## src/rtl/indexed_ordered_list_defines.svh

```systemverilog
// Assertion macros shared by the indexed ordered list RTL.
// Define NO_ASSERTIONS to compile every check away.
`ifndef INDEXED_ORDERED_LIST_DEFINES_SVH
`define INDEXED_ORDERED_LIST_DEFINES_SVH
`ifndef NO_ASSERTIONS
`define IOL_ASSERT(label, clk, rst, prop, msg) \
   label: assert property (@(posedge clk) disable iff (rst) (prop)) else $error(msg);
`define IOL_ASSERT_IMPLY(label, clk, rst, ante, cons, msg) \
   label: assert property (@(posedge clk) disable iff (rst) (ante) |-> (cons)) else $error(msg);
`define IOL_ASSERT_NEXT(label, clk, rst, ante, cons, msg) \
   label: assert property (@(posedge clk) disable iff (rst) (ante) |=> (cons)) else $error(msg);
`else
`define IOL_ASSERT(label, clk, rst, prop, msg)
`define IOL_ASSERT_IMPLY(label, clk, rst, ante, cons, msg)
`define IOL_ASSERT_NEXT(label, clk, rst, ante, cons, msg)
`endif
`endif

```

## src/rtl/iol_pkg.sv

```systemverilog
// Shared types and constants of the indexed ordered list.
// No dependencies; imported by indexed_ordered_list, iol_controller and iol_datapath.
`default_nettype none
package iol_pkg;

   localparam int CAPACITY = 16;
   localparam int CNT_W    = $clog2(CAPACITY + 1);
   localparam int ADDR_W   = $clog2(CAPACITY);
   localparam int VAL_W    = 32;
   localparam int TYPE_W   = 3;
   localparam int POSA_W   = 5;
   localparam int POSB_W   = 4;
   localparam int REQ_DATA_W = 48;
   localparam int REQ_USER_W = 8;
   localparam int RSP_DATA_W = 48;

   typedef enum logic [TYPE_W-1:0] {
      OP_INSERT  = 3'd0,
      OP_REMOVE  = 3'd1,
      OP_READ    = 3'd2,
      OP_REPLACE = 3'd3,
      OP_SEARCH  = 3'd4,
      OP_COMPARE = 3'd5,
      OP_SWAP    = 3'd6,
      OP_CLEAR   = 3'd7
   } op_type;

   typedef enum logic [1:0] {
      ST_OK    = 2'd0,
      ST_EMPTY = 2'd1,
      ST_RANGE = 2'd2,
      ST_FULL  = 2'd3
   } status_type;

   typedef enum logic [1:0] {
      RS_SHIFT = 2'd0,
      RS_IDX   = 2'd1,
      RS_PA    = 2'd2,
      RS_PB    = 2'd3
   } rd_sel_type;

   typedef enum logic [1:0] {
      WS_SHIFT  = 2'd0,
      WS_PUT    = 2'd1,
      WS_SWAP_A = 2'd2,
      WS_SWAP_B = 2'd3
   } wr_sel_type;

   typedef struct packed {
      logic       load_req;
      logic       decide;
      logic       idx_step;
      rd_sel_type rd_sel;
      logic       wr_en;
      wr_sel_type wr_sel;
      logic       count_inc;
      logic       count_dec;
      logic       count_clr;
      logic       scan_update;
      logic       capture;
      logic       tmp_load;
      logic       out_load;
   } ctrl_cmd_type;

   typedef struct packed {
      op_type op;
      logic   fail;
      logic   shift_go;
      logic   shift_again;
      logic   scan_again;
      logic   out_free;
   } dp_status_type;

endpackage
`default_nettype wire

```

## src/rtl/indexed_ordered_list.sv

```systemverilog
// Indexed ordered list: a bounded positional list of signed 32-bit words.
//
// Input channel req_*: one word per request; req_tuser carries the operation
// (insert, remove, read, replace, search, compare, swap, clear), req_tdata the
// positions and the value. Result channel rsp_*: exactly one word per request
// with status, read data, match flag, entry count and empty flag.
// Requests are handled one at a time. After acceptance a request is decoded
// and checked; clear, a failed request and removal of the last entry then go
// straight to the result, replace writes its entry, read and compare read the
// entry at position_a, swap reads both entries and writes them back crossed,
// insert and remove shift the entries from position_a on, and search scans all.
// The result is loaded into the output register and appears on rsp_* in the
// cycle after that; the next request is taken in the same cycle. The longest
// request is a search of a full list. The shift and scan walks step one entry
// at a time through the entry RAM's single write port and registered read port.
// Reset (synchronous) empties the list and drops any pending result; entry
// contents are left as they are. While rsp_tready is low a finished result
// holds in the output register and the sequencer waits before loading the next.
// Depends on iol_pkg, iol_controller, iol_datapath and iol_ram.
`default_nettype none
module indexed_ordered_list (
   input  wire logic                              clock,
   input  wire logic                              reset,
   input  wire logic                              req_tvalid,
   output logic                                   req_tready,
   // tdata: position_a[4:0], position_b[8:5], item_value[40:9], zero pad
   input  wire logic [iol_pkg::REQ_DATA_W-1:0]    req_tdata,
   // tuser: req_type[2:0], zero pad
   input  wire logic [iol_pkg::REQ_USER_W-1:0]    req_tuser,
   output logic                                   rsp_tvalid,
   input  wire logic                              rsp_tready,
   // tdata: status[1:0], read_value[33:2], match[34], entry_count[39:35],
   //        is_empty[40], zero pad
   output logic [iol_pkg::RSP_DATA_W-1:0]         rsp_tdata
);
   import iol_pkg::*;

   ctrl_cmd_type        cmd;
   dp_status_type       sts;
   logic [1:0]          rsp_status;
   logic signed [VAL_W-1:0] rsp_read_value;
   logic                rsp_match;
   logic [CNT_W-1:0]    rsp_entry_count;
   logic                rsp_is_empty;

   iol_controller u_ctrl (
      .clock      (clock),
      .reset      (reset),
      .req_tvalid (req_tvalid),
      .req_tready (req_tready),
      .sts        (sts),
      .cmd        (cmd)
   );

   iol_datapath u_dp (
      .clock           (clock),
      .reset           (reset),
      .cmd             (cmd),
      .sts             (sts),
      .req_type        (req_tuser[TYPE_W-1:0]),
      .position_a      (req_tdata[4:0]),
      .position_b      (req_tdata[8:5]),
      .item_value      (req_tdata[40:9]),
      .rsp_tready      (rsp_tready),
      .rsp_valid       (rsp_tvalid),
      .rsp_status      (rsp_status),
      .rsp_read_value  (rsp_read_value),
      .rsp_match       (rsp_match),
      .rsp_entry_count (rsp_entry_count),
      .rsp_is_empty    (rsp_is_empty)
   );

   assign rsp_tdata = {7'd0, rsp_is_empty, rsp_entry_count, rsp_match,
                       rsp_read_value, rsp_status};

endmodule
`default_nettype wire

```

## src/rtl/iol_ram.sv

```systemverilog
// Generic single-write, single-read RAM with registered read data.
// No dependencies.
`default_nettype none
module iol_ram #(
   parameter int WIDTH = 32,
   parameter int DEPTH = 16
) (
   input  wire logic                     clock,
   input  wire logic                     wr_en,
   input  wire logic [$clog2(DEPTH)-1:0] wr_addr,
   input  wire logic [WIDTH-1:0]         wr_data,
   input  wire logic [$clog2(DEPTH)-1:0] rd_addr,
   output logic      [WIDTH-1:0]         rd_data
);

   logic [WIDTH-1:0] mem_ff [DEPTH];
   logic [WIDTH-1:0] rd_data_ff;

   always_ff @(posedge clock) begin
      if (wr_en) begin
         mem_ff[wr_addr] <= wr_data;
      end
      rd_data_ff <= mem_ff[rd_addr];
   end

   assign rd_data = rd_data_ff;

endmodule
`default_nettype wire

```

## src/rtl/iol_datapath.sv

```systemverilog
// Datapath of the indexed ordered list: request latch, count, walk index,
// entry RAM (iol_ram) and result register. Uses iol_pkg and the defines header.
`default_nettype none
`include "indexed_ordered_list_defines.svh"
module iol_datapath (
   input  wire logic                         clock,
   input  wire logic                         reset,
   input  iol_pkg::ctrl_cmd_type             cmd,
   output iol_pkg::dp_status_type            sts,
   input  wire logic [iol_pkg::TYPE_W-1:0]   req_type,
   input  wire logic [iol_pkg::POSA_W-1:0]   position_a,
   input  wire logic [iol_pkg::POSB_W-1:0]   position_b,
   input  wire logic signed [iol_pkg::VAL_W-1:0] item_value,
   input  wire logic                         rsp_tready,
   output logic                              rsp_valid,
   output logic [1:0]                        rsp_status,
   output logic signed [iol_pkg::VAL_W-1:0]  rsp_read_value,
   output logic                              rsp_match,
   output logic [iol_pkg::CNT_W-1:0]         rsp_entry_count,
   output logic                              rsp_is_empty
);
   import iol_pkg::*;

   op_type                   op_ff;
   logic [CNT_W-1:0]         pa_ff;
   logic [CNT_W-1:0]         pb_ff;
   logic [VAL_W-1:0]         val_ff;
   logic [CNT_W-1:0]         count_ff, count_in;
   logic [CNT_W-1:0]         idx_ff, idx_in;
   logic [VAL_W-1:0]         tmp_ff;
   status_type               status_ff, status_comb;
   logic [VAL_W-1:0]         rd_ff;
   logic                     hit_ff;
   logic                     rsp_valid_ff, rsp_valid_in;
   logic [1:0]               rsp_status_ff;
   logic [VAL_W-1:0]         rsp_read_value_ff;
   logic                     rsp_match_ff;
   logic [CNT_W-1:0]         rsp_count_ff;

   logic                     is_insert;
   logic [CNT_W-1:0]         idx_init;
   logic [CNT_W-1:0]         idx_next;
   logic [CNT_W-1:0]         shift_src;
   logic [ADDR_W-1:0]        rd_addr;
   logic [ADDR_W-1:0]        wr_addr;
   logic [VAL_W-1:0]         wr_data;
   logic [VAL_W-1:0]         rd_data;
   logic                     wr_en;

   function automatic logic shift_more(input logic ins, input logic [CNT_W-1:0] v,
                                       input logic [CNT_W-1:0] pa,
                                       input logic [CNT_W-1:0] cnt);
      logic r;
      if (ins) begin
         r = (v != pa);
      end else begin
         r = ((v + CNT_W'(1)) != cnt);
      end
      return r;
   endfunction

   assign is_insert = (op_ff == OP_INSERT);
   assign idx_init  = is_insert ? count_ff : (op_ff == OP_REMOVE) ? pa_ff : '0;
   assign idx_next  = is_insert ? (idx_ff - CNT_W'(1)) : (idx_ff + CNT_W'(1));
   assign shift_src = idx_next;

   // Request checks, in the order the list semantics give them.
   always_comb begin
      status_comb = ST_OK;
      case (op_ff)
         OP_INSERT: begin
            if (pa_ff > count_ff) begin
               status_comb = ST_RANGE;
            end else if (count_ff >= CNT_W'(CAPACITY)) begin
               status_comb = ST_FULL;
            end
         end
         OP_SWAP: begin
            if (count_ff == '0) begin
               status_comb = ST_EMPTY;
            end else if (pa_ff >= count_ff || pb_ff >= count_ff) begin
               status_comb = ST_RANGE;
            end
         end
         OP_CLEAR: begin
            status_comb = ST_OK;
         end
         OP_SEARCH: begin
            if (count_ff == '0) begin
               status_comb = ST_EMPTY;
            end
         end
         default: begin
            if (count_ff == '0) begin
               status_comb = ST_EMPTY;
            end else if (pa_ff >= count_ff) begin
               status_comb = ST_RANGE;
            end
         end
      endcase
   end

   always_comb begin
      sts.op          = op_ff;
      sts.fail        = (status_comb != ST_OK);
      sts.shift_go    = shift_more(is_insert, idx_init, pa_ff, count_ff);
      sts.shift_again = shift_more(is_insert, idx_next, pa_ff, count_ff);
      sts.scan_again  = (idx_next != count_ff);
      sts.out_free    = !rsp_valid_ff || rsp_tready;
   end

   // RAM port selection.
   always_comb begin
      case (cmd.rd_sel)
         RS_SHIFT: rd_addr = shift_src[ADDR_W-1:0];
         RS_IDX:   rd_addr = idx_ff[ADDR_W-1:0];
         RS_PA:    rd_addr = pa_ff[ADDR_W-1:0];
         RS_PB:    rd_addr = pb_ff[ADDR_W-1:0];
         default:  rd_addr = idx_ff[ADDR_W-1:0];
      endcase
      case (cmd.wr_sel)
         WS_SHIFT: begin
            wr_addr = idx_ff[ADDR_W-1:0];
            wr_data = rd_data;
         end
         WS_PUT: begin
            wr_addr = pa_ff[ADDR_W-1:0];
            wr_data = val_ff;
         end
         WS_SWAP_A: begin
            wr_addr = pa_ff[ADDR_W-1:0];
            wr_data = rd_data;
         end
         WS_SWAP_B: begin
            wr_addr = pb_ff[ADDR_W-1:0];
            wr_data = tmp_ff;
         end
         default: begin
            wr_addr = idx_ff[ADDR_W-1:0];
            wr_data = rd_data;
         end
      endcase
      wr_en = cmd.wr_en;
   end

   iol_ram #(
      .WIDTH (VAL_W),
      .DEPTH (CAPACITY)
   ) u_entries (
      .clock   (clock),
      .wr_en   (wr_en),
      .wr_addr (wr_addr),
      .wr_data (wr_data),
      .rd_addr (rd_addr),
      .rd_data (rd_data)
   );

   always_comb begin
      count_in = count_ff;
      if (cmd.count_clr) begin
         count_in = '0;
      end else if (cmd.count_inc) begin
         count_in = count_ff + CNT_W'(1);
      end else if (cmd.count_dec) begin
         count_in = count_ff - CNT_W'(1);
      end
      idx_in = idx_ff;
      if (cmd.decide) begin
         idx_in = idx_init;
      end else if (cmd.idx_step) begin
         idx_in = idx_next;
      end
      rsp_valid_in = rsp_valid_ff;
      if (cmd.out_load) begin
         rsp_valid_in = 1'b1;
      end else if (rsp_tready) begin
         rsp_valid_in = 1'b0;
      end
   end

   always_ff @(posedge clock) begin
      if (reset) begin
         count_ff     <= '0;
         rsp_valid_ff <= 1'b0;
      end else begin
         count_ff     <= count_in;
         rsp_valid_ff <= rsp_valid_in;
      end
   end

   always_ff @(posedge clock) begin
      idx_ff <= idx_in;
      if (cmd.load_req) begin
         op_ff  <= op_type'(req_type);
         pa_ff  <= CNT_W'(position_a);
         pb_ff  <= CNT_W'(position_b);
         val_ff <= item_value;
      end
      if (cmd.decide) begin
         status_ff <= status_comb;
         rd_ff     <= '0;
         hit_ff    <= 1'b0;
      end
      if (cmd.scan_update && (rd_data == val_ff)) begin
         hit_ff <= 1'b1;
      end
      if (cmd.capture) begin
         if (op_ff == OP_READ) begin
            rd_ff <= rd_data;
         end else begin
            hit_ff <= (rd_data == val_ff);
         end
      end
      if (cmd.tmp_load) begin
         tmp_ff <= rd_data;
      end
      if (cmd.out_load) begin
         rsp_status_ff     <= status_ff;
         rsp_read_value_ff <= rd_ff;
         rsp_match_ff      <= hit_ff;
         rsp_count_ff      <= count_ff;
      end
   end

   assign rsp_valid       = rsp_valid_ff;
   assign rsp_status      = rsp_status_ff;
   assign rsp_read_value  = rsp_read_value_ff;
   assign rsp_match       = rsp_match_ff;
   assign rsp_entry_count = rsp_count_ff;
   assign rsp_is_empty    = (rsp_count_ff == '0);

   `IOL_ASSERT(a_count_bound, clock, reset, count_ff <= CNT_W'(CAPACITY), "count above capacity")
   `IOL_ASSERT_IMPLY(a_write_in_list, clock, reset, wr_en, CNT_W'(wr_addr) <= count_ff, "write beyond list end")
   `IOL_ASSERT_IMPLY(a_no_overwrite, clock, reset, cmd.out_load, !rsp_valid_ff || rsp_tready, "result overwritten before taken")
   `IOL_ASSERT_IMPLY(a_count_step, clock, reset, !$past(reset) && (count_ff != $past(count_ff)), (count_ff == $past(count_ff) + CNT_W'(1)) || (count_ff == $past(count_ff) - CNT_W'(1)) || (count_ff == '0), "count jumped")

endmodule
`default_nettype wire

```

## src/rtl/iol_controller.sv

```systemverilog
// Controller of the indexed ordered list: one-hot sequencer driving the
// datapath commands. Uses iol_pkg and the defines header.
`default_nettype none
`include "indexed_ordered_list_defines.svh"
module iol_controller (
   input  wire logic              clock,
   input  wire logic              reset,
   input  wire logic              req_tvalid,
   output logic                   req_tready,
   input  iol_pkg::dp_status_type sts,
   output iol_pkg::ctrl_cmd_type  cmd
);
   import iol_pkg::*;

   typedef enum logic [13:0] {
      S_IDLE     = 14'h0001,
      S_DECIDE   = 14'h0002,
      S_SHIFT_RD = 14'h0004,
      S_SHIFT_WR = 14'h0008,
      S_PUT      = 14'h0010,
      S_SCAN_RD  = 14'h0020,
      S_SCAN_CMP = 14'h0040,
      S_GET_RD   = 14'h0080,
      S_GET_CAP  = 14'h0100,
      S_SW_RDA   = 14'h0200,
      S_SW_RDB   = 14'h0400,
      S_SW_WRA   = 14'h0800,
      S_SW_WRB   = 14'h1000,
      S_FINISH   = 14'h2000
   } state_type;

   state_type state_ff, state_in;

   always_comb begin
      state_in   = state_ff;
      cmd        = '0;
      req_tready = 1'b0;
      case (state_ff)
         S_IDLE: begin
            req_tready = 1'b1;
            if (req_tvalid) begin
               cmd.load_req = 1'b1;
               state_in     = S_DECIDE;
            end
         end
         S_DECIDE: begin
            cmd.decide = 1'b1;
            if (sts.fail) begin
               state_in = S_FINISH;
            end else begin
               case (sts.op)
                  OP_INSERT:  state_in = sts.shift_go ? S_SHIFT_RD : S_PUT;
                  OP_REMOVE: begin
                     if (sts.shift_go) begin
                        state_in = S_SHIFT_RD;
                     end else begin
                        cmd.count_dec = 1'b1;
                        state_in      = S_FINISH;
                     end
                  end
                  OP_READ:    state_in = S_GET_RD;
                  OP_COMPARE: state_in = S_GET_RD;
                  OP_REPLACE: state_in = S_PUT;
                  OP_SEARCH:  state_in = S_SCAN_RD;
                  OP_SWAP:    state_in = S_SW_RDA;
                  OP_CLEAR: begin
                     cmd.count_clr = 1'b1;
                     state_in      = S_FINISH;
                  end
                  default:    state_in = S_FINISH;
               endcase
            end
         end
         S_SHIFT_RD: begin
            cmd.rd_sel = RS_SHIFT;
            state_in   = S_SHIFT_WR;
         end
         S_SHIFT_WR: begin
            cmd.wr_en    = 1'b1;
            cmd.wr_sel   = WS_SHIFT;
            cmd.idx_step = 1'b1;
            if (sts.shift_again) begin
               state_in = S_SHIFT_RD;
            end else if (sts.op == OP_INSERT) begin
               state_in = S_PUT;
            end else begin
               cmd.count_dec = 1'b1;
               state_in      = S_FINISH;
            end
         end
         S_PUT: begin
            cmd.wr_en     = 1'b1;
            cmd.wr_sel    = WS_PUT;
            cmd.count_inc = (sts.op == OP_INSERT);
            state_in      = S_FINISH;
         end
         S_SCAN_RD: begin
            cmd.rd_sel = RS_IDX;
            state_in   = S_SCAN_CMP;
         end
         S_SCAN_CMP: begin
            cmd.scan_update = 1'b1;
            cmd.idx_step    = 1'b1;
            state_in        = sts.scan_again ? S_SCAN_RD : S_FINISH;
         end
         S_GET_RD: begin
            cmd.rd_sel = RS_PA;
            state_in   = S_GET_CAP;
         end
         S_GET_CAP: begin
            cmd.capture = 1'b1;
            state_in    = S_FINISH;
         end
         S_SW_RDA: begin
            cmd.rd_sel = RS_PA;
            state_in   = S_SW_RDB;
         end
         S_SW_RDB: begin
            // hold entry a while entry b is fetched
            cmd.rd_sel   = RS_PB;
            cmd.tmp_load = 1'b1;
            state_in     = S_SW_WRA;
         end
         S_SW_WRA: begin
            cmd.wr_en  = 1'b1;
            cmd.wr_sel = WS_SWAP_A;
            state_in   = S_SW_WRB;
         end
         S_SW_WRB: begin
            cmd.wr_en  = 1'b1;
            cmd.wr_sel = WS_SWAP_B;
            state_in   = S_FINISH;
         end
         S_FINISH: begin
            if (sts.out_free) begin
               cmd.out_load = 1'b1;
               state_in     = S_IDLE;
            end
         end
         default: begin
            state_in = S_IDLE;
         end
      endcase
   end

   always_ff @(posedge clock) begin
      if (reset) begin
         state_ff <= S_IDLE;
      end else begin
         state_ff <= state_in;
      end
   end

   `IOL_ASSERT_NEXT(a_accept_decides, clock, reset, req_tvalid && req_tready, state_ff == S_DECIDE, "accepted word not decoded")
   `IOL_ASSERT_IMPLY(a_write_not_idle, clock, reset, cmd.wr_en, state_ff != S_IDLE && state_ff != S_FINISH, "RAM write outside a request")
   `IOL_ASSERT_IMPLY(a_load_in_finish, clock, reset, cmd.out_load, state_ff == S_FINISH, "result loaded before request done")

endmodule
`default_nettype wire
```

## config.mk

```make
export PLATFORM = sky130hd
export DESIGN_NAME = indexed_ordered_list
export DESIGN_NICKNAME = d
export VERILOG_FILES = /design/src/rtl/iol_pkg.sv /design/src/rtl/indexed_ordered_list.sv /design/src/rtl/iol_ram.sv /design/src/rtl/iol_datapath.sv /design/src/rtl/iol_controller.sv
export VERILOG_INCLUDE_DIRS = /design/src /design/src/rtl
export SDC_FILE = /design/constraint.sdc
export NUM_CORES = 1
export LEC_CHECK = 0
export ABC_AREA = 1
export ABC_CLOCK_PERIOD_IN_PS = 4650
export BUFFER_PORTS_ARGS = -buffer_cell sky130_fd_sc_hd__buf_2
export CAP_MARGIN = 10
export CORE_MARGIN = 2
export CORE_UTILIZATION = 40
export CTS_CLUSTER_SIZE = 24
export DETAILED_ROUTE_END_ITERATION = 10
export HOLD_SLACK_MARGIN = 0.08
export SETUP_SLACK_MARGIN = 0.1
export SLEW_MARGIN = 20
export SYNTH_ARGS = -nofsm -noshare
export SYNTH_HDL_FRONTEND = slang
export SYNTH_SLANG_ARGS = --single-unit
export TNS_END_PERCENT = 30
```

## constraint.sdc

```tcl
create_clock -name clock -period 4.65 [get_ports clock]
set_input_delay 0.93 -clock clock [delete_from_list [all_inputs] [get_ports clock]]
set_output_delay 0.93 -clock clock [all_outputs]
set_load 0.05 [all_outputs]
```

Yosys cells after proc, flatten, opt, wreduce, memory -nomap -nowiden
Memory sizes are Yosys's and may differ from the RTL's. A register that Yosys moved wholly into a read port is not among the register bits.
Index checks and enable logic that the tools add are counted.
{"block": "totals", "reg_bits": 176, "ram_bits": 512, "in_bits": 60, "output_inout_bits": 50, "elab_cells": 145, "mem_count": 1}
{"name": "u_dp.u_entries.mem_ff", "depth": 16, "width": 32, "rd": 1, "rd_ports_with_merged_regs": 1, "write_ports": 1, "line": "iol_ram.sv:16", "text": "logic [WIDTH-1:0] mem_ff [DEPTH];"}
{"block": "classes", "addsub": 6, "n_lt_le_gt_ge": 4, "eq_ne": 35, "n_mux": 62, "reduce_logical": 21}
{"op": "14-bit case mux with 12 select lines", "count": 1}
{"op": "14-bit 2-to-1 mux", "count": 7}
{"op": "14-bit case mux with 7 select lines", "count": 1}
{"op": "32-bit 2-to-1 mux", "count": 3}
{"op": "32-bit case mux with 3 select lines", "count": 1}
{"op": "5-bit 2-to-1 mux", "count": 8}
{"op": "32-bit equality test", "count": 1}
{"op": "1-bit 2-to-1 mux", "count": 28}
{"op": "5-bit != test", "count": 5}
{"op": "5-bit by 1-bit adder with 5-bit output (second input constant)", "count": 4}
{"op": "4-bit case mux with 4 select lines", "count": 1}
{"op": "14-bit by 1-bit equality test with 1-bit output (second input constant)", "count": 1}
{"op": "14-bit by 10-bit equality test with 1-bit output (second input constant)", "count": 1}
{"op": "14-bit by 11-bit equality test with 1-bit output (second input constant)", "count": 1}
{"op": "14-bit by 12-bit equality test with 1-bit output (second input constant)", "count": 1}
{"op": "14-bit by 13-bit equality test with 1-bit output (second input constant)", "count": 1}
{"op": "14-bit equality test (second input constant)", "count": 1}
{"op": "14-bit by 2-bit equality test with 1-bit output (second input constant)", "count": 1}
{"op": "14-bit by 3-bit equality test with 1-bit output (second input constant)", "count": 1}
{"op": "14-bit by 4-bit equality test with 1-bit output (second input constant)", "count": 1}
{"op": "14-bit by 5-bit equality test with 1-bit output (second input constant)", "count": 1}
{"op": "14-bit by 6-bit equality test with 1-bit output (second input constant)", "count": 1}
{"op": "14-bit by 7-bit equality test with 1-bit output (second input constant)", "count": 1}
{"op": "14-bit by 8-bit equality test with 1-bit output (second input constant)", "count": 1}
{"op": "other kinds (28)", "count": 55}

Longest topological paths before layout
Gate-level depths: netlist of run 1.
{"block": "logic_depth", "depth_word": 12, "mapped_depth": 20}

Hierarchy
A second synthesis of run 1 with hierarchy kept.
{"block": "unflattened", "cells_unflattened": 3024, "area_unflattened_um2": 31470.2}
{"module": "iol_ram", "n_inst": 1, "cells_each": 2120, "area_each_um2": 22730.6}
{"module": "iol_datapath", "n_inst": 1, "cells_each": 730, "area_each_um2": 7607.3}
{"module": "iol_controller", "n_inst": 1, "cells_each": 164, "area_each_um2": 1061.0}
{"module": "indexed_ordered_list", "n_inst": 1, "cells_each": 10, "area_each_um2": 71.3}

Least setup slack after synthesis of run 1
Ideal clock, no wire load.
{"block": "synth_path", "path_kind": "reg2reg", "startpoint": "reg u_ctrl.state_ff[10]", "endpoint": "mem u_dp.u_entries.mem_ff[0][0] (enable)", "arrival_time_ps": 4484, "required_time_ps": 4189, "path_slack_ps": -295, "stages_incl_launch_ff": 16, "n_path_buf": 1, "synth_period_minus_slack_ps": 4945, "path_cell_list": "dfxtp_1 -> nor2_2 -> nand2_1 -> nor2_4 -> inv_1 -> nor2_4 -> nand2_1 -> nand2_1 -> clkinv_1 -> clkbuf_1 -> ha_1 -> inv_1 -> nand2_1 -> o22ai_1 -> nand2_1 -> nor3_1"}
{"block": "synth_via", "elab_chain_len": 5}
{"element": "start: declaration", "line": "iol_controller.sv:32", "text": "state_type state_ff, state_in;"}
{"element": "start signal: assignment", "line": "iol_controller.sv:150", "text": "state_ff <= state_in;"}
{"element": "14-bit by 13-bit equality test with 1-bit output, or another cell as far along", "line": "iol_controller.sv:38", "text": "case (state_ff)"}
{"element": "3-bit case mux with 4 select lines *", "line": "iol_controller.sv:38"}
{"element": "2-bit by 1-bit equality test with 1-bit output or 2-bit equality test (tied branches)", "line": "iol_datapath.sv:121", "text": "case (cmd.wr_sel)"}
{"element": "2-bit OR reduction (no source line)"}
{"element": "4-bit case mux with 3 select lines", "line": "iol_datapath.sv:121"}
{"element": "end: declaration", "line": "iol_ram.sv:16"}
Mark *: on every way between the ends. The rest lies on a longest branch, timed or not.

Final worst setup path of run 1
{"block": "layout_path", "startpoint": "reg u_ctrl.state_ff[9]", "endpoint": "mem u_dp.u_entries.mem_ff[7][4] (enable)"}
The elaborated chain is that of the path after synthesis.

==> implementation parameters, run 1 <==
Parameter                              Value

Outcome
  Outcome ... completed

Pwr
  Leakage dissipation ... 0.0143 uW
  Combinational Power Share ... under 10%
  Switching power summed over all nets ... 3540 uW
  Sequential share of power ... 51.4%
  Power per standard cell area ... roughly 410 nW/um2
  Switch share ... 24.1%
  Worst IR drop on VDD ... ~0.23 mV
  Clk network pwr share ... between 30 and 40%
  Internal power of the cells ... approximately 11000 uW

Timing
  Final critical-path required period ... between 3000 and 4000 ps
  Unrepaired setup endpoints after global routing ... false
  Worst relative slew slack ... roughly a third
  Maximum achievable frequency ... 265 MHz
  Worst-Margin Slew ... about 1000 ps
  Worst Clk Skew ... 26.3 ps
  Final hold violation count ... 0
  Number of failing setup endpoints in the final timing report ... 0
  Number of pins with negative max-slew slack in the final report ... 0
  Period utilisation layout ... approximately four fifths

Global routing
  Global routing usage summed across all routing layers ... 19.6%
  Number of global-route vias before repair ... approximately 20000
  Pin count of the biggest net entering global routing ... roughly 140
  Wire length of the first global-routing pass ... between 100 and 150 mm
  Number of antenna violations at the first check in global routing ... 0
  GR Overflow Total ... 0

Detailed routing
  Routed wirelength normalized by instance count ... just under 20 um
  Vias after detailed routing ... ~21000
  Total wirelength of the detailed-routed design ... between 80 and 90 mm
  Initial detailed-routing violation count ... between 1500 and 2000
  Iteration count of the initial detailed-routing pass ... 6
  Number of vias per cell after detailed routing ... 5.15
  Number of nets with antenna violations after routing ... 0
  DRC violation count after routing ... 0

Logic synthesis
  Warning count from the yosys run ... 0
  Share of async-settable or async-resettable flops after synthesis ... 0%
  Post-Synthesis Cells ... slightly below 3000
  Number of synthesized flops with an enable pin ... about 640
  Summed instance area of the synthesized netlist ... roughly 32000 um2
  Share of synthesized area occupied by flip-flops and latches ... between 60% and 70%
  Number of distinct library cells after synthesis ... 45
  Register bit count reported by yosys ... about 700
  Synthesized area per cell ... roughly 11 um2
  Top flip-flop cell by instance count after synthesis ... edfxtp_1

Clock tree
  Maximum number of buffers from clock root to sink ... 3
  Later-pin clock latency in the skew report ... around 630 ps
  Cells resized by post-CTS repair ... 0
  Cts hold-fix bufs ... 0
  Sinks on Clock Net ... 720
  CTS H-tree depth ... 3
  Clock root cell ... clkbuf_16
  Total clock buffers created by CTS ... 73
  TritonCTS clock tree ... done
  Clock transition time at the flip-flop clock pins of the worst setup and hold paths ... 60 ps
  Post-CTS Setup Inserts ... 0

Setup path
  Critical path data required time ... about 5000 ps
  Signal arrival time at the worst endpoint ... just over 4000 ps
  Crit Reg-Reg Endpoint ... u_dp.u_entries.mem_ff[7][4]
  Kind of end point of the critical path ... flop
  Top fanout value on the critical path ... 11
  Logic depth of the worst register-to-register path ... 15
  Startpoint of the worst register-to-register path ... u_ctrl.state_ff[9]
  Critical-path top delay cell ... nor2_4
  Startpoint type of the worst setup path ... flop
  Cell-by-cell trace of the critical path ... nor2_2 > nand2_1 > nor2_4 > inv_1 > nor2_4 > nand2_1 > nand2_1 > clkinv_1 > ha_1 > inv_1 > nand2_1 > o22ai_1 > nand2_1 > nor2_4 > buf_4
  Type of the setup path with the least slack ... flop to flop
  Register-to-register setup slack ... roughly 870 ps
  Max incr delay on CP ... approximately 540 ps
  CP dominant cell by count ... nand2_1

Place
  Standard cell area after detailed placement ... between 30000 and 40000 um2
  HPWL after detailed placement ... 45.9 mm
  Port Buffer Count ... 90
  Final weighted congestion of routability-driven global placement ... 0.854
  Dpl cells ... between 4000 and 5000

Finish
  Fraction of layout cells with a size suffix above 1 ... between 10% and 20%
  Final-stage net count ... around 3100
  Design area ... 35800 um2
  Post-layout util ... between 40% and 50%
  Layout overhead on the synthesized area ... 13.6%
  ANT cells ... 0
  Fill cells ... approximately 7000
  Fin cells ... 4153

Worst hold path
  Hold path depth ... 0
  Hold worst-path end ... u_dp.rsp_read_value[15]
  Worst hold path class ... flop to flop
  Startpoint of the worst hold path ... u_dp.rd_ff[15]

Floorplanning
  Number of placed I/O pins ... 110
  Number of rows in the core area ... about 100
  DIE AREA ... about 80000 um2
  Starting density of the core ... around two fifths
  Die Y ... 285 um
  Die width ... between 200 and 300 um
  Placeable Area ... 77700 um2

Flow run
  Max-cap violations ... 0
## metrics by stage
step / setup TNS (ps) / setup slack (ps) / total power, uW / hold slack, ps
after floorplan: -18890 / -295 / 8380 / 400
after global placement: 0 / 929 / 8960 / 410
after detailed placement: 0 / 935 / 8980 / 415
after CTS: 0 / 905 / 14800 / 428
after global routing: 0 / 697 / 15200 / 439
final: 0 / 870 / 14700 / 429
## layer usage
layer  global-route usage, %  wire length (um)  share of wire, %
met4                    6.07              1820               2.3
met2                    32.5             38300                47
met5                       0                 0                 0
met3                    2.19              4850               6.0
met1                    27.1             35700                44
## cells by family (layout without fill, tap and decap cells)
logic type	count (synthesis)	count (layout)	share of synthesized area, %
and+or+nand+nor	1491	1491	22.1
DFF	720	720	65.9
buffers and inverters	545	691	7.40
AOI/OAI and AO/OA	151	151	2.81
xor gates and xnor gates	31	31	0.862
adders and majority gates	22	22	0.921
other	1	7	0.0119
## cell usage in the layout (no fill, tap or decap), types with 3 or more instances in the layout
cell type,count
buf_4,74
nor2_1,62
buf_2,90
nand3_1,593
nor3_1,13
nand3b_1,99
nor2_2,6
inv_2,5
dfxtp_1,85
o21ai_0,54
conb_1,7
bufinv_16,4
nor2_4,22
clkinv_1,10
nor3_2,3
nor4_1,8
clkbuf_8,12
nand2_1,652
o22ai_1,4
inv_1,368
nand2_4,3
a22oi_1,32
clkbuf_1,26
ha_1,18
buf_12,15
clkinv_2,6
clkbuf_16,74
xnor2_1,24
xor2_1,7
nand4_1,17
o2111ai_1,4
edfxtp_1,635
a21oi_1,49
## worst max-delay path, delay by kind of cell, from the launching register on
family                     cells  cell delay [ps]
DFF                            1              340
adders and majority gates      1              180
buffers and inverters          4              680
and+or+nand+nor                9             1820
AOI/OAI and AO/OA              1              420
## power by group through the flow
stage / clock, uW / sequential, uW / combinational [uW]
after floorplan: 0 / 7600 / 782
after global placement: 0 / 7680 / 1280
final: 5830 / 7550 / 1310
after global routing: 6180 / 7550 / 1430
after CTS: 5940 / 7540 / 1300
after detailed placement: 0 / 7680 / 1300
## registers in the layout, summed over array words and instances, names as in the netlist
| signal | count |
|---|---|
| u_dp.u_entries.mem_ff | 512 |
| u_dp.rd_ff | 32 |
| u_dp.rsp_read_value | 32 |
| u_dp.tmp_ff | 32 |
| u_dp.u_entries.rd_data | 32 |
| u_dp.val_ff | 32 |
| u_ctrl.state_ff | 14 |
| u_dp.count_ff | 5 |
| u_dp.idx_ff | 5 |
| u_dp.pa_ff | 5 |
| u_dp.rsp_entry_count | 5 |
| u_dp.pb_ff | 4 |
| u_dp.op_ff | 3 |
| u_dp.rsp_status | 2 |
| u_dp.status_ff | 2 |
| u_dp.hit_ff | 1 |
| u_dp.rsp_match | 1 |
| u_dp.rsp_valid | 1 |
## area by class of cell
type	count	area [um2]	area share, %
flip-flops and latches	720	20800	58.0
multi-input cells	1702	8620	24.1
clock buffers	112	2110	5.91
inverters	377	1420	3.96
repair buffers	179	1310	3.65
well taps	1040	1300	3.64
clock inverters	23	256	0.717
## cell usage after synthesis, types with 4 or more instances
cell,instances,area share (%)
edfxtp_1,635,61
nand4_1,17,0.34
nand2_1,652,7.8
clkbuf_1,29,0.35
ha_1,20,0.79
a22oi_1,32,0.76
buf_1,7,0.083
buf_2,88,1.4
a21oi_1,49,0.78
dfxtp_1,85,5.4
nor2_4,6,0.21
nand2_4,4,0.14
inv_1,368,4.4
inv_2,6,0.071
buf_4,41,0.98
xor2_1,7,0.19
nor3_1,15,0.24
nor4_1,8,0.16
nand3_1,595,9.4
nor2_1,78,0.93
xnor2_1,24,0.67
nand3b_1,99,2.4
o21ai_0,54,0.86
nor2_2,6,0.12
o2111ai_1,4,0.11
o22ai_1,4,0.079
## worst max-delay path by stage
stage,start,endpoint,slack [ps],cells after the start
after floorplan,u_ctrl.state_ff[10],u_dp.u_entries.mem_ff[0][0],-300,15
after global placement,u_dp.op_ff[2],u_dp.u_entries.rd_data[25],930,13
after detailed placement,u_dp.op_ff[2],u_dp.u_entries.rd_data[25],940,13
after CTS,u_ctrl.state_ff[9],u_dp.u_entries.mem_ff[7][4],910,15
after global routing,u_ctrl.state_ff[12],u_dp.u_entries.mem_ff[7][4],700,15
final,u_ctrl.state_ff[9],u_dp.u_entries.mem_ff[7][4],870,15
No activity file was read; power rests on OpenSTA's default activity.
==> inputs of run 2 (changes only) <==
--- a/config.mk
+++ b/config.mk
@@ -7,7 +7,7 @@
 export NUM_CORES = 1
 export LEC_CHECK = 0
 export ABC_AREA = 1
-export ABC_CLOCK_PERIOD_IN_PS = 4650
+export ABC_CLOCK_PERIOD_IN_PS = 3800
 export BUFFER_PORTS_ARGS = -buffer_cell sky130_fd_sc_hd__buf_2
 export CAP_MARGIN = 10
 export CORE_MARGIN = 2
==> constraint.sdc (replaced) <==
create_clock -name clock -period 3.8 [get_ports clock]
set_input_delay 0.76 -clock clock [delete_from_list [all_inputs] [get_ports clock]]
set_output_delay 0.76 -clock clock [all_outputs]
set_load 0.05 [all_outputs]
==> implementation parameters, run 2 (synthesized netlist as in run 1, its figures left out) <==
Parameter                              Value

Clock tree
  Maximum number of buffers from clock root to sink ... 3
  TritonCTS clock tree ... done
  Sinks on Clock Net ... 720
  Cts hold-fix bufs ... 0
  Total clock buffers created by CTS ... 73
  Post-CTS Setup Inserts ... 0
  Clock transition time at the flip-flop clock pins of the worst setup and hold paths ... 60 ps
  Later-pin clock latency in the skew report ... roughly 620 ps
  Clock root cell ... clkbuf_16
  CTS H-tree depth ... 3

Floorplanning
  Number of rows in the core area ... roughly 100
  DIE AREA ... roughly 81000 um2
  Starting density of the core ... roughly two fifths
  Die width ... 285 um
  Placeable Area ... roughly 80000 um2
  Die Y ... around 280 um
  Number of placed I/O pins ... 110

Finish
  Most used cells in the layout excluding fill and tap cells ... nand2_1, edfxtp_1, nand3_1, inv_1, nand3b_1
  Design area ... around 36000 um2
  ANT cells ... 0
  Final-stage net count ... roughly 3100
  Fraction of layout cells with a size suffix above 1 ... between 10% and 20%
  Most flop-heavy register ... u_dp.u_entries.mem_ff
  Most common cell after layout, fill and taps aside ... nand2_1
  Layout overhead on the synthesized area ... 14.3%
  Fill cells ... 7087
  Post-layout util ... ~46%
  Max FFs per register ... a little over 500

Pwr
  Internal power of the cells ... between 10000 and 15000 uW
  Combinational Power Share ... 9.1%
  Worst IR drop on VDD ... around 0.33 mV
  Clk network pwr share ... about 40%
  Switching power summed over all nets ... about 4300 uW
  Sequential share of power ... 51.6%
  Switch share ... between 20% and 30%
  Power per standard cell area ... around 500 nW/um2
  Leakage dissipation ... ~0.014 uW

Setup path
  Type of the setup path with the least slack ... flop to flop
  Capturing instance or port of the critical path ... u_dp.u_entries.mem_ff[9][19]
  Register-to-register setup slack ... about 340 ps
  Top fanout value on the critical path ... 14
  CP dominant cell by count ... nand2_1
  Critical path origin ... u_ctrl.state_ff[10]
  Max incr delay on CP ... between 300 and 400 ps
  Logic depth of the worst register-to-register path ... 16
  Signal arrival time at the worst endpoint ... around 3700 ps
  Crit Reg-Reg Endpoint ... u_dp.u_entries.mem_ff[9][19]
  Critical path data required time ... between 4000 and 5000 ps
  Total stage count of the critical path ... 16
  Kind of end point of the critical path ... flop
  Cell-by-cell trace of the critical path ... nor2_2 > nand2_1 > nor2_4 > inv_1 > nor2_4 > nand2_1 > nand2_1 > clkinv_1 > ha_1 > inv_1 > nand2_1 > o22ai_1 > buf_4 > nand3_1 > nor2_4 > buf_4
  Critical-path top delay cell ... o22ai_1
  Startpoint of the worst register-to-register path ... u_ctrl.state_ff[10]
  Bufs and invs on worst path ... 5
  Startpoint type of the worst setup path ... flop
  Category of cells accounting for the largest share of critical-path delay ... simple AND/OR/NAND/NOR gates

Flow run
  Max-cap violations ... 0

Outcome
  Outcome ... completed

Detailed routing
  Number of nets with antenna violations after routing ... 0
  Iteration count of the initial detailed-routing pass ... 5
  Vias after detailed routing ... about 21000
  DRC violation count after routing ... 0
  Total wirelength of the detailed-routed design ... ~81 mm
  Routed wirelength normalized by instance count ... ~19 um
  Number of vias per cell after detailed routing ... around 5.1
  Initial detailed-routing violation count ... 1930

Timing
  Number of failing setup endpoints in the final timing report ... 0
  Final setup slack of the worst path ... approximately 340 ps
  Period utilisation layout ... about nine tenths
  Unrepaired setup endpoints after global routing ... false
  Worst Clk Skew ... 21.2 ps
  Maximum achievable frequency ... roughly 290 MHz
  Worst-Margin Slew ... a little over 700 ps
  Final critical-path required period ... roughly 3500 ps
  Worst relative slew slack ... between 50% and 60%
  Final hold violation count ... 0
  Number of pins with negative max-slew slack in the final report ... 0

Global routing
  Pin count of the biggest net entering global routing ... 97
  Wire length of the first global-routing pass ... about 120 mm
  Global routing usage summed across all routing layers ... ~20%
  GR Overflow Total ... 0
  Number of antenna violations at the first check in global routing ... 0
  Number of global-route vias before repair ... ~20000

Place
  HPWL after detailed placement ... 46.9 mm
  Standard cell area after detailed placement ... 33600 um2
  Final weighted congestion of routability-driven global placement ... between 0.8 and 0.9
  Worst slack at placement ... between 200 and 250 ps
  Port Buffer Count ... 90

Worst hold path
  Worst hold path class ... input pin to flop
-- run 2: cell count changes in the layout (fill, tap and decap cells not counted), moves of 3 or more --
cell	delta
o22ai_1	-3
clkbuf_16	+5
buf_12	+10
o22ai_2	+3
bufinv_16	-3
clkbuf_1	-7
clkinv_2	+4
-- run 2: area by class of cell --
type	count	area (um2)	area share [%]
Multi-Input combinational cell	1702	8650	24.0
Clock inverter	24	155	0.431
Inverter	377	1420	3.94
Timing Repair Buffer	190	1510	4.20
Sequential cell	720	20800	57.7
Tap cell	1040	1300	3.61
Clock buffer	109	2200	6.11
-- run 2: metal layers --
| layer | track usage, % | up-vias | wire [um] |
|---|---|---|---|
| li1 | - | 10300 | - |
| met1 | 27.2 | 10200 | 35500 |
| met2 | 31.3 | 747 | 37400 |
| met3 | 3.04 | 128 | 5840 |
| met4 | 7.11 | 0 | 2240 |
| met5 | 0 | - | 0 |
-- run 2: worst min-delay path by stage --
stage / slack (ps) / from / cells past startpoint / end
after CTS: 280 / req_tdata[33] / 1 / u_dp.val_ff[24]
after detailed placement: 410 / u_dp.status_ff[1] / 0 / u_dp.rsp_status[1]
after global routing: 300 / req_tdata[12] / 1 / u_dp.val_ff[3]
final: 320 / req_tdata[14] / 1 / u_dp.val_ff[5]
after floorplan: 400 / u_dp.status_ff[0] / 0 / u_dp.rsp_status[0]
after global placement: 410 / u_dp.rd_ff[5] / 0 / u_dp.rsp_read_value[5]
-- run 2: power by group through the flow --
stage	combinational (uW)	clock [uW]	sequential, uW
after global routing	1780	7480	9250
after detailed placement	1620	0	9400
final	1630	7030	9240
after global placement	1600	0	9400
after CTS	1630	7180	9230
after floorplan	958	0	9300
-- run 2: what timing repair did --
item,CTS,global route
hold endpoints to repair,0,0
gates resized for setup,0,5
setup endpoints to repair,0,252
-- run 2: metrics by stage --
stage,total power [uW],setup TNS [ps],hold slack (ps),instances
4_1_cts,18000,0,283,4162
5_1_grt,18500,0,301,4162
3_3_place_gp,11000,0,414,4029
2_1_floorplan,10300,-107910,400,2967
6_report,17900,0,318,4162
3_5_place_dp,11000,0,412,4029
==> inputs of run 3 (changes only) <==
--- a/config.mk
+++ b/config.mk
@@ -11,10 +11,11 @@
 export BUFFER_PORTS_ARGS = -buffer_cell sky130_fd_sc_hd__buf_2
 export CAP_MARGIN = 10
 export CORE_MARGIN = 2
-export CORE_UTILIZATION = 40
+export CORE_UTILIZATION = 62
 export CTS_CLUSTER_SIZE = 24
 export DETAILED_ROUTE_END_ITERATION = 10
 export HOLD_SLACK_MARGIN = 0.08
+export PLACE_DENSITY = 0.8
 export SETUP_SLACK_MARGIN = 0.1
 export SLEW_MARGIN = 20
 export SYNTH_ARGS = -nofsm -noshare
==> implementation parameters, run 3 (synthesized netlist as in run 1, its figures left out) <==
Parameter                              Value

Global routing
  Number of antenna violations at the first check in global routing ... 1
  Wire length of the first global-routing pass ... ~120 mm
  GR Overflow Total ... 0
  Global routing usage summed across all routing layers ... between 30% and 40%
  Number of global-route vias before repair ... roughly 22000
  Pin count of the biggest net entering global routing ... around 170

Pwr
  Worst IR drop on VDD ... 0.394 mV
  Power per standard cell area ... 503 nW/um2
  Leakage dissipation ... around 0.014 uW

Floorplanning
  Number of rows in the core area ... slightly above 80
  Die Y ... approximately 230 um
  Number of placed I/O pins ... 110
  DIE AREA ... about 53000 um2
  Starting density of the core ... 62.8%
  Die width ... around 230 um
  Placeable Area ... between 50000 and 60000 um2

Setup path
  Type of the setup path with the least slack ... flop to flop
  Kind of end point of the critical path ... flop
  Top fanout value on the critical path ... 30
  Startpoint type of the worst setup path ... flop
  Signal arrival time at the worst endpoint ... slightly below 4000 ps
  Critical path data required time ... about 4100 ps

Worst hold path
  Worst hold path class ... input pin to flop

Timing
  Period utilisation layout ... 96.7%
  Unrepaired setup endpoints after global routing ... true
  Worst Clk Skew ... 22.7 ps
  Number of pins with negative max-slew slack in the final report ... 0
  Worst-Margin Slew ... between 800 and 900 ps
  Maximum achievable frequency ... around 270 MHz
  Worst relative slew slack ... about two fifths
  Final setup slack of the worst path ... between 100 and 150 ps
  Final hold violation count ... 0
  Final critical-path required period ... around 3700 ps
  Number of failing setup endpoints in the final timing report ... 0

Detailed routing
  Iteration count of the initial detailed-routing pass ... 8
  Number of nets with antenna violations after routing ... 0
  Number of vias per cell after detailed routing ... just over 6
  Routed wirelength normalized by instance count ... 21.3 um
  DRC violation count after routing ... 0
  Vias after detailed routing ... about 23000
  Initial detailed-routing violation count ... 3219
  Total wirelength of the detailed-routed design ... 80.5 mm

Finish
  Max FFs per register ... about 500
  Design area ... ~35000 um2
  Final-stage net count ... 3141
  Most common cell after layout, fill and taps aside ... nand2_1
  Layout overhead on the synthesized area ... 12.3%
  Most used cells in the layout excluding fill and tap cells ... nand2_1, edfxtp_1, nand3_1, inv_1, nand3b_1
  Fraction of layout cells with a size suffix above 1 ... 11.1%
  ANT cells ... 0
  Most flop-heavy register ... u_dp.u_entries.mem_ff

Outcome
  Outcome ... completed

Clock tree
  Maximum number of buffers from clock root to sink ... 3
  CTS H-tree depth ... 3
  Later-pin clock latency in the skew report ... between 600 and 700 ps
  Total clock buffers created by CTS ... 72
  Post-CTS Setup Inserts ... 0
  Sinks on Clock Net ... 720
  Clock root cell ... clkbuf_16
  Clock transition time at the flip-flop clock pins of the worst setup and hold paths ... approximately 70 ps
  TritonCTS clock tree ... done
  Cells resized by post-CTS repair ... 0
  Cts hold-fix bufs ... 0

Place
  HPWL after detailed placement ... between 40 and 50 mm
  Standard cell area after detailed placement ... around 33000 um2
  Final weighted congestion of routability-driven global placement ... approximately 0.94
  Worst slack at placement ... approximately 260 ps
  Port Buffer Count ... 90

Flow run
  Max-cap violations ... 0
==> run 3: changes by cell type in the layout (fill, tap and decap cells not counted), moves of 3 or more <==
cell       delta
buf_12        -4
clkbuf_16     -3
inv_6         +3
buf_2         +3
buf_4        -10
clkbuf_4      +5
clkinv_1      +3
clkbuf_8      -4
==> run 3: where the power goes <==
group	switching, uW	internal [uW]
Clock	2940	4000
Combinational	1160	467
Sequential	208	9030
==> run 3: layout make-up <==
cell class                 instances  area, um2
sequential                       720      20800
fill                            3241      14800
multi-input combinational       1702       8640
clock buffer                     100       2060
timing repair buffer             186       1430
inverter                         377       1420
tap                              672        841
clock inverter                    30        234
==> run 3: critical path: stages (launching register included) <==
cell and delay [ps]:
dfxtp_1 340, nor2_2 180, nand2_1 160, nor2_4 180
inv_1 90, nor2_4 140, nand2_1 90, nand2_1 150
clkinv_1 100, ha_1 190, inv_1 200, o21ai_0 150
o22ai_1 340, inv_1 160, nor2_1 210, inv_1 160
nor2_4 200, buf_12 280
==> run 3: stage by stage <==
stage	cells	TNS, ps	power [uW]	hold WS (ps)	util (%)
after floorplan	2967	-107910	10300	400	-
after global placement	3647	0	10900	408	65.8
after detailed placement	3649	0	10900	405	65.8
after CTS	3779	0	17800	304	70.4
after global routing	3787	0	18300	312	70.6
final	3787	0	17800	326	70.6
==> run 3: layer usage <==
metal  vias up  wire length, um  global-route usage (%)
met4         0             2810                    12.1
li1      10300                -                       -
met5         -                0                       0
met1     10900            30900                    41.7
met3       224             8920                    5.23
met2      1461            37900                    48.2
==> run 3: final timing paths <==
path,to,slack (ps),start,cells past startpoint
max,u_dp.u_entries.mem_ff[14][29],130,u_ctrl.state_ff[10],17
min reg2reg,u_dp.rsp_status[0],420,u_dp.status_ff[0],0
min,u_dp.pa_ff[0],330,req_tdata[0],1
max reg2reg,u_dp.u_entries.mem_ff[14][29],130,u_ctrl.state_ff[10],17
